`src/sv/nalscan_pkg.sv`:
```
`timescale 1ns / 1ps
// Shared types and constants for the Annex B NAL unit scanner.
// No dependencies; imported by every module of the block.
package nalscan_pkg;

  // NAL unit types of interest
  localparam logic [4:0] TYPE_SLICE = 5'd1;
  localparam logic [4:0] TYPE_IDR   = 5'd5;
  localparam logic [4:0] TYPE_SEI   = 5'd6;
  localparam logic [4:0] TYPE_SPS   = 5'd7;
  localparam logic [4:0] TYPE_PPS   = 5'd8;

  // unit_class codes
  localparam logic [1:0] CLASS_PARAM_SET = 2'd0;
  localparam logic [1:0] CLASS_SEI       = 2'd1;
  localparam logic [1:0] CLASS_OTHER     = 2'd2;

  // record_kind codes
  localparam logic KIND_UNIT    = 1'b0;
  localparam logic KIND_SUMMARY = 1'b1;

  localparam logic [1:0] ZERO_RUN_MAX = 2'd3;
  localparam logic [7:0] START_BYTE   = 8'h01;
  localparam logic [7:0] ZERO_BYTE    = 8'h00;

  localparam int RESULT_QUEUE_DEPTH = 4;
  localparam int RESULT_QUEUE_AW    = $clog2(RESULT_QUEUE_DEPTH);

  typedef struct packed {
    logic [7:0] data_byte;
    logic       last_byte;
    logic [1:0] initial_priority;
  } scan_in_t;

  typedef struct packed {
    logic        record_kind;
    logic [4:0]  unit_type;
    logic [1:0]  ref_importance;
    logic [1:0]  unit_class;
    logic [23:0] unit_length;
    logic [1:0]  packet_priority;
    logic        any_idr_seen;
    logic        first_slice_idr;
    logic        last_result;
  } scan_out_t;

  // running state of the scanner, apart from the length counter
  typedef struct packed {
    logic [1:0] zero_run;
    logic       unit_open;
    logic       await_header;
    logic [7:0] current_header;
    logic [1:0] running_priority;
    logic       idr_flag;
    logic       slice_decided;
    logic       slice_was_idr;
    logic       packet_begun;
  } scan_state_t;

  function automatic logic [1:0] class_of(input logic [4:0] unit_type);
    logic [1:0] cls;
    if (unit_type == TYPE_SPS || unit_type == TYPE_PPS) begin
      cls = CLASS_PARAM_SET;
    end else if (unit_type == TYPE_SEI) begin
      cls = CLASS_SEI;
    end else begin
      cls = CLASS_OTHER;
    end
    return cls;
  endfunction

endpackage

```
`src/sv/annexb_nal_scanner_core.sv`:
```
`timescale 1ns / 1ps
// Annex B NAL unit scanner, top level. Takes one packet byte per item and
// emits unit records and a packet summary. Depends on nalscan_pkg,
// nalscan_step and nalscan_queue.
//
// Usage: the block takes one byte per cycle. A byte updates the scanner
// state in the same cycle it is accepted and gives zero, one or two result
// records, which wait in a four-entry queue. A byte is taken while the queue
// has room for two records, so the input stalls only when the result side
// stalls or when bytes that close a unit at the end of a packet come faster
// than one record per cycle can drain. Results are written to the queue at the
// edge that accepts their byte. LENGTH_BITS sets the width of the unit length
// counter, which saturates at its maximum; unit_length shows its low 24 bits.
module annexb_nal_scanner_core #(
  parameter int LENGTH_BITS = 24
) (
  input  logic                   clk,
  input  logic                   rst,
  input  logic                   byte_valid,
  output logic                   byte_stall,
  input  nalscan_pkg::scan_in_t  byte_item,
  output logic                   result_valid,
  input  logic                   result_stall,
  output nalscan_pkg::scan_out_t result_item
);
  import nalscan_pkg::*;

  scan_state_t            state;
  scan_state_t            state_next;
  logic [LENGTH_BITS-1:0] length_count;
  logic [LENGTH_BITS-1:0] length_count_next;
  scan_out_t              step_first;
  scan_out_t              step_second;
  logic [1:0]             step_count;
  logic [1:0]             push_count;
  logic                   room;
  logic                   accept;

  assign byte_stall = !room;
  assign accept     = byte_valid && room;
  assign push_count = accept ? step_count : 2'd0;

  nalscan_step #(
    .LENGTH_BITS(LENGTH_BITS)
  ) u_step (
    .item              (byte_item),
    .state             (state),
    .length_count      (length_count),
    .state_next        (state_next),
    .length_count_next (length_count_next),
    .result_first      (step_first),
    .result_second     (step_second),
    .result_count      (step_count)
  );

  nalscan_queue u_queue (
    .clk         (clk),
    .rst         (rst),
    .push_count  (push_count),
    .push_first  (step_first),
    .push_second (step_second),
    .room        (room),
    .valid       (result_valid),
    .stall       (result_stall),
    .item        (result_item)
  );

  always_ff @(posedge clk) begin
    if (rst) begin
      state        <= '0;
      length_count <= '0;
    end else if (accept) begin
      state        <= state_next;
      length_count <= length_count_next;
    end
  end

endmodule

```
`src/sv/nalscan_step.sv`:
```
`timescale 1ns / 1ps
// Per-byte next-state logic of the NAL unit scanner: start code detection,
// length counting, summary tracking and up to two result records.
// Depends on nalscan_pkg.
module nalscan_step #(
  parameter int LENGTH_BITS = 24
) (
  input  nalscan_pkg::scan_in_t    item,
  input  nalscan_pkg::scan_state_t state,
  input  logic [LENGTH_BITS-1:0]   length_count,
  output nalscan_pkg::scan_state_t state_next,
  output logic [LENGTH_BITS-1:0]   length_count_next,
  output nalscan_pkg::scan_out_t   result_first,
  output nalscan_pkg::scan_out_t   result_second,
  output logic [1:0]               result_count
);
  import nalscan_pkg::*;

  localparam logic [LENGTH_BITS-1:0] LEN_MAX = {LENGTH_BITS{1'b1}};

  function automatic logic [LENGTH_BITS-1:0] sat_add(input logic [LENGTH_BITS-1:0] a,
                                                     input logic [2:0] b);
    logic [LENGTH_BITS:0] sum;
    sum = {1'b0, a} + (LENGTH_BITS+1)'(b);
    return sum[LENGTH_BITS] ? LEN_MAX : sum[LENGTH_BITS-1:0];
  endfunction

  function automatic scan_out_t unit_record(input logic [7:0] header,
                                            input logic [LENGTH_BITS-1:0] len);
    scan_out_t rec;
    rec                = '0;
    rec.record_kind    = KIND_UNIT;
    rec.unit_type      = header[4:0];
    rec.ref_importance = header[6:5];
    rec.unit_class     = class_of(header[4:0]);
    rec.unit_length    = 24'(len);
    return rec;
  endfunction

  scan_state_t            s;
  logic [LENGTH_BITS-1:0] len;
  scan_out_t              summary;
  scan_out_t              closing;
  logic                   start_unit_emit;
  logic [4:0]             hdr_type;

  always_comb begin
    s                = state;
    len              = length_count;
    start_unit_emit  = 1'b0;
    result_first     = '0;
    result_second    = '0;
    result_count     = 2'd0;
    hdr_type         = item.data_byte[4:0];

    // first byte of a packet: start from a clean slate
    if (!state.packet_begun) begin
      s                  = '0;
      s.running_priority = item.initial_priority;
      s.packet_begun     = 1'b1;
      len                = '0;
    end

    closing = unit_record(s.current_header, len);

    if (s.await_header) begin
      s.await_header   = 1'b0;
      s.unit_open      = 1'b1;
      s.current_header = item.data_byte;
      if (item.data_byte == ZERO_BYTE) begin
        len        = '0;
        s.zero_run = 2'd1;
      end else begin
        len        = LENGTH_BITS'(1);
        s.zero_run = 2'd0;
      end
      if (item.data_byte[6:5] > s.running_priority) begin
        s.running_priority = item.data_byte[6:5];
      end
      if (hdr_type == TYPE_IDR) begin
        s.idr_flag = 1'b1;
      end
      if (!s.slice_decided && (hdr_type inside {TYPE_IDR, TYPE_SLICE})) begin
        s.slice_decided = 1'b1;
        s.slice_was_idr = (hdr_type == TYPE_IDR);
      end
    end else if (item.data_byte == ZERO_BYTE) begin
      if (s.zero_run != ZERO_RUN_MAX) begin
        s.zero_run = s.zero_run + 2'd1;
      end else if (s.unit_open) begin
        len = sat_add(len, 3'd1);
      end
    end else if (item.data_byte == START_BYTE && s.zero_run >= 2'd2) begin
      // start code closes the open unit; its zeros are not counted
      start_unit_emit = s.unit_open;
      s.unit_open     = 1'b0;
      s.await_header  = 1'b1;
      s.zero_run      = 2'd0;
    end else begin
      if (s.unit_open) begin
        len = sat_add(len, {1'b0, s.zero_run} + 3'd1);
      end
      s.zero_run = 2'd0;
    end

    summary                 = '0;
    summary.record_kind     = KIND_SUMMARY;
    summary.packet_priority = s.running_priority;
    summary.any_idr_seen    = s.idr_flag;
    summary.first_slice_idr = s.slice_was_idr;
    summary.last_result     = 1'b1;

    if (start_unit_emit) begin
      result_first = closing;
      result_count = 2'd1;
    end

    if (item.last_byte) begin
      // end of packet: trailing zeros belong to the open unit
      if (s.unit_open) begin
        result_first  = unit_record(s.current_header, sat_add(len, {1'b0, s.zero_run}));
        result_second = summary;
        result_count  = 2'd2;
      end else if (start_unit_emit) begin
        result_second = summary;
        result_count  = 2'd2;
      end else begin
        result_first = summary;
        result_count = 2'd1;
      end
      s.packet_begun = 1'b0;
      s.unit_open    = 1'b0;
      s.await_header = 1'b0;
      s.zero_run     = 2'd0;
      len            = '0;
    end else if (start_unit_emit) begin
      result_first.last_result = 1'b1;
    end

    state_next        = s;
    length_count_next = len;
  end

endmodule

```
`src/sv/nalscan_queue.sv`:
```
`timescale 1ns / 1ps
// Small result queue: takes up to two records per cycle, hands out one.
// Depends on nalscan_pkg.
module nalscan_queue (
  input  logic                   clk,
  input  logic                   rst,
  input  logic [1:0]             push_count,
  input  nalscan_pkg::scan_out_t push_first,
  input  nalscan_pkg::scan_out_t push_second,
  output logic                   room,
  output logic                   valid,
  input  logic                   stall,
  output nalscan_pkg::scan_out_t item
);
  import nalscan_pkg::*;

  localparam logic [RESULT_QUEUE_AW:0] ROOM_LIMIT = (RESULT_QUEUE_AW+1)'(RESULT_QUEUE_DEPTH - 2);

  scan_out_t                  entries [RESULT_QUEUE_DEPTH];
  logic [RESULT_QUEUE_AW-1:0] wr_ptr;
  logic [RESULT_QUEUE_AW-1:0] rd_ptr;
  logic [RESULT_QUEUE_AW:0]   count;
  logic [RESULT_QUEUE_AW-1:0] wr_ptr_second;
  logic                       pop;

  assign room          = (count <= ROOM_LIMIT);
  assign valid         = (count != '0);
  assign item          = entries[rd_ptr];
  assign pop           = valid && !stall;
  assign wr_ptr_second = wr_ptr + RESULT_QUEUE_AW'(1);

  always_ff @(posedge clk) begin
    if (push_count != 2'd0) begin
      entries[wr_ptr] <= push_first;
    end
    if (push_count == 2'd2) begin
      entries[wr_ptr_second] <= push_second;
    end
  end

  always_ff @(posedge clk) begin
    if (rst) begin
      wr_ptr <= '0;
      rd_ptr <= '0;
      count  <= '0;
    end else begin
      wr_ptr <= wr_ptr + RESULT_QUEUE_AW'(push_count);
      if (pop) begin
        rd_ptr <= rd_ptr + RESULT_QUEUE_AW'(1);
      end
      count <= count + (RESULT_QUEUE_AW+1)'(push_count) - (RESULT_QUEUE_AW+1)'(pop);
    end
  end

endmodule

```
`config.mk`:
```
export PLATFORM = sky130hd
export DESIGN_NAME = annexb_nal_scanner_core
export DESIGN_NICKNAME = d
export VERILOG_FILES = /design/src/sv/nalscan_pkg.sv /design/src/sv/annexb_nal_scanner_core.sv /design/src/sv/nalscan_step.sv /design/src/sv/nalscan_queue.sv
export SDC_FILE = /design/constraint.sdc
export NUM_CORES = 1
export LEC_CHECK = 0
export BUFFER_PORTS_ARGS = -buffer_cell sky130_fd_sc_hd__buf_2
export CAP_MARGIN = 20
export CORE_AREA = 2 2 110 191
export DETAILED_ROUTE_END_ITERATION = 10
export DIE_AREA = 0 0 112 193
export HOLD_SLACK_MARGIN = 0.1
export PLACE_DENSITY = 0.77
export SETUP_SLACK_MARGIN = 0.2
export SYNTH_ARGS = -nofsm -noshare
export SYNTH_HDL_FRONTEND = slang
export SYNTH_SLANG_ARGS = --single-unit
```
`constraint.sdc`:
```
create_clock -name clk -period 7.4 [get_ports clk]
set_clock_uncertainty 0.1 [all_clocks]
set_input_delay 0.37 -clock clk [delete_from_list [all_inputs] [get_ports clk]]
set_output_delay 0.37 -clock clk [all_outputs]
set_load 0.02 [all_outputs]
```
==> results of run 1 <==
==> worst paths after layout <==
| check | startpoint | end | slack, ns |
|---|---|---|---|
| setup / recovery | state[0]$_SDFFE_PP0P_ | u_queue.entries[0][11]$_SDFFE_PP0P_ | 1.19 |
| hold / removal | result_stall | register | 0.15 |
| setup reg to reg | state[0]$_SDFFE_PP0P_ | u_queue.entries[0][11]$_SDFFE_PP0P_ | 1.19 |
| hold reg to reg | u_queue.entries[3][23]$_SDFFE_PP0P_ | u_queue.entries[3][23]$_SDFFE_PP0P_ | 0.37 |
==> cell usage in the layout (no fill, tap or decap), types with 6 or more instances in the layout <==
master / n
a22oi_1: 29
or3_1: 14
nor4_1: 17
o211ai_1: 8
buf_4: 26
nand2b_1: 8
buf_2: 55
dfxtp_1: 179
nor2b_1: 7
a211oi_1: 6
xnor2_1: 20
o211a_1: 6
mux2i_1: 6
mux2_2: 7
and2_1: 11
and4_1: 14
a31oi_1: 63
nand3_1: 106
nand2_1: 158
clkbuf_16: 20
xor2_1: 8
a32oi_1: 7
nor3_1: 24
a21oi_1: 96
inv_1: 31
nand4_1: 30
and3_1: 15
ha_1: 11
o21ai_0: 88
o31ai_1: 15
o221ai_1: 17
nor2_1: 127
or4_1: 7
edfxtp_1: 24
mux4_2: 39
o21a_1: 6
==> state kept, by name (all words and copies together) (netlist names), named ones only <==
register / flops
u_queue.wr_ptr: 2
state: 17
u_queue.count: 3
u_queue.entries: 156
length_count: 24
u_queue.rd_ptr: 2
==> routing by layer <==
layer  vias up  track usage, %
met5         -               0
li1       5289               -
met1      5580            39.4
met4         0            23.3
met3       170            4.97
met2       550            68.1
==> logic make-up (layout without fill, tap and decap cells) <==
group / after synthesis / in the layout / synth area share (%)
AOI/OAI and AO/OA: 397 / 397 / 21.7
muxes: 52 / 52 / 8.61
DFF: 206 / 206 / 36.9
buffers and inverters: 147 / 148 / 4.99
xor gates and xnor gates: 28 / 28 / 2.08
adders and majority gates: 13 / 13 / 1.50
and+or+nand+nor: 574 / 574 / 24.2
==> worst max-delay path, delay by kind of cell (launching register included) <==
| family | cells | cell delay, ns |
|---|---|---|
| and+or+nand+nor | 8 | 3.35 |
| adders and majority gates | 1 | 0.44 |
| buffers and inverters | 3 | 0.46 |
| DFF | 1 | 0.92 |
| AOI/OAI and AO/OA | 4 | 0.85 |
==> metrics by stage <==
step	setup WS, ns	hold WS, ns	util, %
global placement	1.45	0.347	60.1
detailed placement	1.32	0.361	60.1
finish	1.19	0.149	63.4
floorplan	1.71	0.338	-
global route	0.629	0.192	63.4
CTS	1.29	0.147	63.3
==> report_power, final <==
| group | total (mW) | internal (mW) | switching [mW] | leakage (nW) |
|---|---|---|---|---|
| logic | 0.769 | 0.327 | 0.441 | 2.43 |
| registers | 1.39 | 1.29 | 0.0953 | 1.68 |
| clock network | 1.00 | 0.534 | 0.468 | 0.314 |
==> layout make-up <==
type                    count  area, µm²  area share (%)
well taps                 248        310            2.42
clock inverters             9       97.6           0.762
multi-input cells        1064       6880            53.8
flip-flops and latches    206       4370            34.1
inverters                  31        116           0.909
repair buffers             82        482            3.76
clock buffers              26        543            4.24
==> results.yml, run 1 <==
drt:
  avgViaCountPerCell: 6.96
  drt_wl_total_um: 40800
  drt_iter0_drc: 1122
  ant_nets: 0
  wirelength_met1_um: 14100
  vias: 11589
  highest_layer: "met4"
  wl_met3_um: 2600
  route.met2.wl_um: 21300
  routedWlPerCell_um: 24.5
  drc: 0
  drtPass1Iterations: 5
worst_setup_path:
  cp-start-kind: "register"
  critPathKind: "reg -> reg"
  critPathSlowestCell: "nor4_1"
  reg2reg_depth: 16
  endpoint_kind: "register"
  required_ns: 7.74
  path_cells: "nand4_2 -> nor4_1 -> nand4_1 -> buf_4 -> nand2_1 -> a21oi_1 -> nor3_1 -> inv_1 -> fa_1 -> inv_1 -> o211ai_1 -> nor4_1 -> nand4_2 -> nor2_4 -> o21ai_0 -> a31oi_1"
  worst_ep_arrival_time_ns: 6.56
  crit_fanout: 47
  max_stage_delay_ns: 0.94
die:
  die-area_mm2: 0.0216
  die_h_um: 193
  core_area_mm2: 0.0202
  die_w_um: 112
  start_util_pct: 58.5
  rows: 69
  ioPinCount: 56
final_layout:
  antennaDiodeCount: 0
  final_nets: 1433
  nFillCells: 1763
  area_delta_synth_final_pct: 8.36
  fin_cells: 1666
  stdcell_area_mm2: 0.0128
  drive_above_1_share_pct: 14.1
global_routing:
  grt_pass1_wl_um: 62700
  grt.overflow.total: 0
  antenna_found_initial: 0
  grt_start_max_net_pins: 53
  grt_pass1_vias: 11314
  grt_usage_pct: 36.8
cts:
  cts_buffers: 20
  cts_htree_levels: 1
  cts_root_buf: "clkbuf_16"
  post_cts_resized: 0
  hold_buffers: 0
  clk_latency_ns: 0.52
  cts_tree: "yes"
  cts.sinks: 206
  post-cts-setup-buffer-count: 0
  clkSlewWorstSetupHoldPaths_ns: 0.07
  clock_path_buffers: 3
logic_synthesis:
  synthCells: 1417
  synth_area_mm2: 0.0118
  async_reset_ff_share_pct: 0
  yosysTopAreaCellShare_pct: 30.8
  synth_edf_count: 24
  synth_most_common_cell: "dfxtp_1"
  synth_area_per_cell_um2: 8.34
  synth-seq-cells: 206
  yosys-top-cells-area: "dfxtp_1 (31%), mux4_2 (7.4%), edfxtp_1 (6.1%)"
  synth_top_area_cell: "dfxtp_1"
  synth_common_cells: "dfxtp_1 (182), nand2_1 (160), nor2_1 (128), nand3_1 (106), a21oi_1 (96)"
  syn_nets: 1445
  yosysUniqueCellTypes: 85
  yosysWarnings: 0
  synth_flop_cell: "dfxtp_1"
  ys_seq_area_share_pct: 36.9
placed_design:
  dp.cells: 1630
  placed_cell_area_mm2: 0.0121
  io_buffers: 55
  place.gp.congestion: 1.02
  dp_hpwl_um: 28800
sta:
  final-setup-viol-count: 0
  setup_tns_ns: 0
  fmax_mhz: 161
  post-route-min-period_ns: 6.21
  grt_setup_unrepaired: "false"
  hold_violations: 0
  period_share_pct: 84.0
  tightest_slew_ns: 1.19
  relSlewSlack_pct: 20.5
  drv_slew: 0
worst_hold_path:
  hold_path_depth: 4
  hold_path.class: "in -> reg"
run:
  maxCapViolations: 0
power_and_ir_drop:
  total_power_mw: 3.16
  max-vdd-ir-drop_mv: 0.265
  power.density_mw_per_mm2: 247
  leakagePower_nw: 4.42
run_status:
  outcome: "completed"
(Power assumes the default switching activity.)
==> run 2: changes to the inputs <==
--- a/config.mk
+++ b/config.mk
@@ -7,11 +7,11 @@
 export LEC_CHECK = 0
 export BUFFER_PORTS_ARGS = -buffer_cell sky130_fd_sc_hd__buf_2
 export CAP_MARGIN = 20
-export CORE_AREA = 2 2 110 191
+export CORE_AREA = 2 2 113 198
 export DETAILED_ROUTE_END_ITERATION = 10
-export DIE_AREA = 0 0 112 193
+export DIE_AREA = 0 0 115 200
 export HOLD_SLACK_MARGIN = 0.1
-export PLACE_DENSITY = 0.77
+export PLACE_DENSITY = 0.76
 export SETUP_SLACK_MARGIN = 0.2
 export SYNTH_ARGS = -nofsm -noshare
 export SYNTH_HDL_FRONTEND = slang
==> constraint.sdc (replaced) <==
create_clock -name clk -period 5 [get_ports clk]
set_clock_uncertainty 0.1 [all_clocks]
set_input_delay 0.25 -clock clk [delete_from_list [all_inputs] [get_ports clk]]
set_output_delay 0.25 -clock clk [all_outputs]
set_load 0.02 [all_outputs]
==> results.yml, run 2 (synthesis gave the netlist of run 1 again) <==
drt:
  ant_nets: 0
  drtPass1Iterations: 6
  avgViaCountPerCell: 6.90
  drt_iter0_drc: 1204
  drc: 0
  drt_wl_total_um: 43600
  routedWlPerCell_um: 25.0
  vias: 12046
sta:
  tightest_slew_ns: 1.02
  hold_violations: 0
  setup_tns_ns: 0
  relSlewSlack_pct: 31.8
  drv_slew: 0
  fmax_mhz: 217
  period_share_pct: 92.3
  final-setup-viol-count: 0
  post-route-min-period_ns: 4.62
  grt_setup_unrepaired: "true"
die:
  rows: 71
  start_util_pct: 55.4
  die-area_mm2: 0.0230
  die_w_um: 115
  core_area_mm2: 0.0213
  die_h_um: 200
  ioPinCount: 56
worst_setup_path:
  required_ns: 5.29
  crit_fanout: 11
  worst_ep_arrival_time_ns: 4.90
  path_cells: "and4_1 -> nand2_1 -> or4_4 -> and3_1 -> a21oi_1 -> nor2_1 -> nor2_1 -> ha_2 -> inv_1 -> fa_2 -> inv_2 -> o211ai_1 -> nor2b_1 -> or4b_4 -> xor2_2 -> o21ai_2 -> a31oi_1"
  critPathSlowestCell: "dfxtp_1"
  reg2reg_slack_ns: 0.38
  cp-start-kind: "register"
  endpoint_kind: "register"
  crit_buf_inv: 2
  crit_family: "simple AND/OR/NAND/NOR gates"
  crit_top_cell: "nor2_1"
  critPathKind: "reg -> reg"
  max_stage_delay_ns: 0.70
global_routing:
  grt_usage_pct: 37.9
  grt_start_max_net_pins: 53
  grt.overflow.total: 0
  antenna_found_initial: 0
  grt_pass1_vias: 11642
  grt_pass1_wl_um: 66200
final_layout:
  layout_common_cells: "dfxtp_1 (175), nand2_1 (160), nor2_1 (128), nand3_1 (106), a21oi_1 (96)"
  final_common_cell: "dfxtp_1"
  largest_reg_flops: 156
  fin_cells: 1745
  area_delta_synth_final_pct: 14.4
  multi_input_area_mm2: 0.00694
  largest_registers: "u_queue.entries (156), length_count (24), state (17)"
  antennaDiodeCount: 0
  final_nets: 1505
  nFillCells: 1844
  drive_above_1_share_pct: 19.3
  largest-register: "u_queue.entries"
  register_area_mm2: 0.00438
run:
  maxCapViolations: 0
cts:
  cts_buffers: 19
  cts_root_buf: "clkbuf_16"
  clkSlewWorstSetupHoldPaths_ns: 0.07
  clk_latency_ns: 0.52
  clock_path_buffers: 3
  cts_tree: "yes"
  cts.sinks: 206
  cts_htree_levels: 1
placed_design:
  place.gp.congestion: 1.07
  dp_hpwl_um: 31000
  dp.cells: 1700
  io_buffers: 55
power_and_ir_drop:
  p_int_mw: 3.34
  netSwitchingFraction_pct: 30.7
  leakagePower_nw: 4.83
  power.switching_mw: 1.48
  p_seq_share_pct: 43.0
  power.density_mw_per_mm2: 356
  pwr-share-comb_pct: 23.8
  max-vdd-ir-drop_mv: 0.296
  p_clk_share_pct: 33.2
worst_hold_path:
  hold_path.class: "in -> reg"
run_status:
  outcome: "completed"
[run 2: changes by cell type in the layout (fill, tap and decap cells not counted), sizes merged]
cell / change
buf: +72
bufinv: +2
clkbuf: +2
clkinv: -6
dlygate4sd3: +1
inv: +1
[run 2: final cells by class]
| type | count | area share (%) |
|---|---|---|
| Tap cell | 255 | 2.36 |
| Clock buffer | 28 | 4.37 |
| Inverter | 31 | 0.861 |
| Clock inverter | 6 | 0.667 |
| Timing Repair Buffer | 155 | 7.93 |
| Multi-Input combinational cell | 1064 | 51.4 |
| Sequential cell | 206 | 32.4 |
[run 2: power groups by stage]
stage               clock network [mW]  registers, mW  logic, mW
floorplan                            0           2.03      0.878
global placement                     0           2.09       1.10
detailed placement                   0           2.10       1.13
CTS                               1.60           2.07       1.14
global route                      1.67           2.10       1.25
finish                            1.60           2.07       1.15
[run 2: worst register-to-register path, cell delays in order, from the launching register on]
cell      delay (ns)
dfxtp_1         0.70
and4_1          0.33
nand2_1         0.15
or4_4           0.54
and3_1          0.20
a21oi_1         0.11
nor2_1          0.07
nor2_1          0.15
ha_2            0.22
inv_1           0.05
fa_2            0.36
inv_2           0.08
o211ai_1        0.16
nor2b_1         0.20
or4b_4          0.53
xor2_2          0.19
o21ai_2         0.24
a31oi_1         0.12
[run 2: metal layers]
metal / GRT usage [%] / routed length (µm) / up-vias
li1: - / - / 5417
met1: 39.7 / 14500 / 5779
met4: 26.9 / 3450 / 0
met2: 68.4 / 22800 / 634
met3: 5.34 / 2860 / 216
met5: 0 / 0 / -
[run 2: worst paths after layout]
kind	start	to	depth (start not counted)
worst max-delay path	length_count[6]$_SDFFE_PP0P_	u_queue.entries[3][17]$_SDFFE_PP0P_	17
worst min-delay path	byte_item[9]	state[12]$_SDFFE_PP0P_	5
worst max register to register	length_count[6]$_SDFFE_PP0P_	u_queue.entries[3][17]$_SDFFE_PP0P_	17
worst min register to register	u_queue.entries[3][25]$_SDFFE_PP0P_	u_queue.entries[3][25]$_SDFFE_PP0P_	2
[run 2: per-stage QoR]
stage	total power, mW	hold WS (ns)	worst slack (ns)	area (µm²)	utilization [%]
6_report	4.81	0.112	0.385	13500	63.4
5_1_grt	5.02	0.136	0.193	13500	63.4
4_1_cts	4.81	0.104	0.234	13400	62.8
3_5_place_dp	3.24	0.359	0.227	12700	59.4
3_3_place_gp	3.20	0.347	0.305	12700	59.4
2_1_floorplan	2.91	0.338	0.204	11900	-
[run 2: repair_timing]
| item | 4_1_cts | 5_1_grt |
|---|---|---|
| hold buffers | 1 | 0 |
| endpoints found under the hold margin | 4 | 0 |
| setup endpoints to repair | 15 | 96 |
| resized for setup | 0 | 21 |
| pin swaps | 1 | 11 |
| setup buffers | 3 | 7 |
==> run 3: changes to the inputs <==
--- a/config.mk
+++ b/config.mk
@@ -6,7 +6,6 @@
 export NUM_CORES = 1
 export LEC_CHECK = 0
 export BUFFER_PORTS_ARGS = -buffer_cell sky130_fd_sc_hd__buf_2
-export CAP_MARGIN = 20
 export CORE_AREA = 2 2 113 198
 export DETAILED_ROUTE_END_ITERATION = 10
 export DIE_AREA = 0 0 115 200
==> constraint.sdc (replaced) <==
create_clock -name clk -period 5 [get_ports clk]
set_clock_uncertainty 0.1 [all_clocks]
set_input_delay 0.75 -clock clk [delete_from_list [all_inputs] [get_ports clk]]
set_output_delay 0.75 -clock clk [all_outputs]
set_load 0.02 [all_outputs]
==> results.yml, run 3 (synthesis gave the netlist of run 1 again) <==
worst_hold_path:
  worstHoldStart: "u_queue.entries[3][33]$_SDFFE_PP0P_"
  hold_path.class: "reg -> reg"
  hold_path_depth: 2
cts:
  cts_root_buf: "clkbuf_16"
  cts.sinks: 206
  clk_latency_ns: 0.53
  cts_htree_levels: 1
  clkSlewWorstSetupHoldPaths_ns: 0.06
  cts_buffers: 20
  clock_path_buffers: 3
  hold_buffers: 0
  cts_tree: "yes"
die:
  die_h_um: 200
  die-area_mm2: 0.0230
  die_w_um: 115
  rows: 71
  core_area_mm2: 0.0213
  start_util_pct: 55.4
  ioPinCount: 56
worst_setup_path:
  endpoint_kind: "register"
  r2r-start: "state[0]$_SDFFE_PP0P_"
  path_cells: "nand4_1 -> or4_4 -> or4_4 -> and3_1 -> a21oi_1 -> nor2_1 -> nor2_1 -> ha_2 -> inv_1 -> fa_2 -> inv_2 -> o211ai_1 -> nor4_2 -> buf_4 -> and3_1 -> nand3_1 -> o31ai_2 -> buf_4 -> o31ai_1"
  required_ns: 5.30
  max_stage_delay_ns: 0.57
  reg2reg_depth: 19
  crit_path_start: "state[0]$_SDFFE_PP0P_"
  critPathKind: "reg -> reg"
  crit_fanout: 8
  cp-start-kind: "register"
  critPathSlowestCell: "or4_4"
  worst_ep_arrival_time_ns: 4.94
final_layout:
  layout_common_cells: "dfxtp_1 (176), nand2_1 (158), nor2_1 (126), nand3_1 (106), a21oi_1 (96)"
  largest_reg_flops: 156
  final_nets: 1501
  antennaDiodeCount: 0
  stdcell_area_mm2: 0.0134
  area_delta_synth_final_pct: 13.4
  largest_registers: "u_queue.entries (156), length_count (24), state (17)"
  final_common_cell: "dfxtp_1"
  largest-register: "u_queue.entries"
  fin_util_pct: 62.8
  drive_above_1_share_pct: 18.9
power_and_ir_drop:
  power.density_mw_per_mm2: 353
  leakagePower_nw: 4.78
  total_power_mw: 4.72
  max-vdd-ir-drop_mv: 0.294
drt:
  drt_iter0_drc: 1087
  drc: 0
  avgViaCountPerCell: 6.75
  drtPass1Iterations: 6
  routedWlPerCell_um: 23.8
  ant_nets: 0
  vias: 11753
  drt_wl_total_um: 41400
sta:
  drv_slew: 0
  tightest_slew_ns: 1.12
  relSlewSlack_pct: 25.4
  grt_setup_unrepaired: "false"
  hold_violations: 0
  final-setup-viol-count: 0
  whs_ns: 0.368
  period_share_pct: 92.8
  fmax_mhz: 215
  post-route-min-period_ns: 4.64
  setup_tns_ns: 0
global_routing:
  grt_pass1_wl_um: 64000
  grt.overflow.total: 0
  antenna_found_initial: 0
  grt_pass1_vias: 11587
  grt_start_max_net_pins: 53
  grt_usage_pct: 36.0
run_status:
  outcome: "completed"
placed_design:
  io_buffers: 55
  dp_hpwl_um: 30200
  placed_cell_area_mm2: 0.0127
  place.gp.congestion: 1.10
run:
  maxCapViolations: 0
-- run 3: routing by layer --
layer / global-route usage, % / vias up / share of wire, %
met5: 0 / - / 0
met4: 28.6 / 0 / 9.1
met3: 4.65 / 204 / 5.8
met2: 64.1 / 542 / 51
met1: 37.5 / 5585 / 34
li1: - / 5422 / -
-- run 3: final timing paths --
kind / slack [ns] / end
worst max-delay path: 0.36 / u_queue.entries[3][21]$_SDFFE_PP0P_
worst min-delay path: 0.37 / u_queue.entries[3][33]$_SDFFE_PP0P_
worst max register to register: 0.36 / u_queue.entries[3][21]$_SDFFE_PP0P_
worst min register to register: 0.37 / u_queue.entries[3][33]$_SDFFE_PP0P_
-- run 3: timing repair --
item	4_1_cts	5_1_grt
resized for setup	0	20
buffers inserted	0	5
setup endpoints to repair	0	88
-- run 3: power breakdown --
part / internal [mW] / switching (mW) / total (mW)
Combinational: 0.494 / 0.609 / 1.10
Clock: 0.848 / 0.664 / 1.51
Sequential: 1.91 / 0.196 / 2.11
-- run 3: layout make-up --
cell class	count	area, µm²
multi-input combinational	1064	6930
clock buffer	27	567
sequential	206	4370
inverter	31	116
timing repair buffer	150	1010
clock inverter	7	73.8
tap	255	319
fill	1878	7930
-- run 3: critical path, delay by kind of cell (launching register included) --
kind	cells	cell delay, ns
and+or+nand+nor	9	2.37
adders and majority gates	2	0.61
AOI/OAI and AO/OA	4	0.53
buffers and inverters	4	0.49
DFF	1	0.42
-- run 3: stage by stage --
step           setup slack (ns)  cells
2_1_floorplan             0.204   1417
3_3_place_gp              0.328   1701
3_5_place_dp              0.248   1701
4_1_cts                   0.312   1735
5_1_grt                   0.166   1740
6_report                  0.359   1740
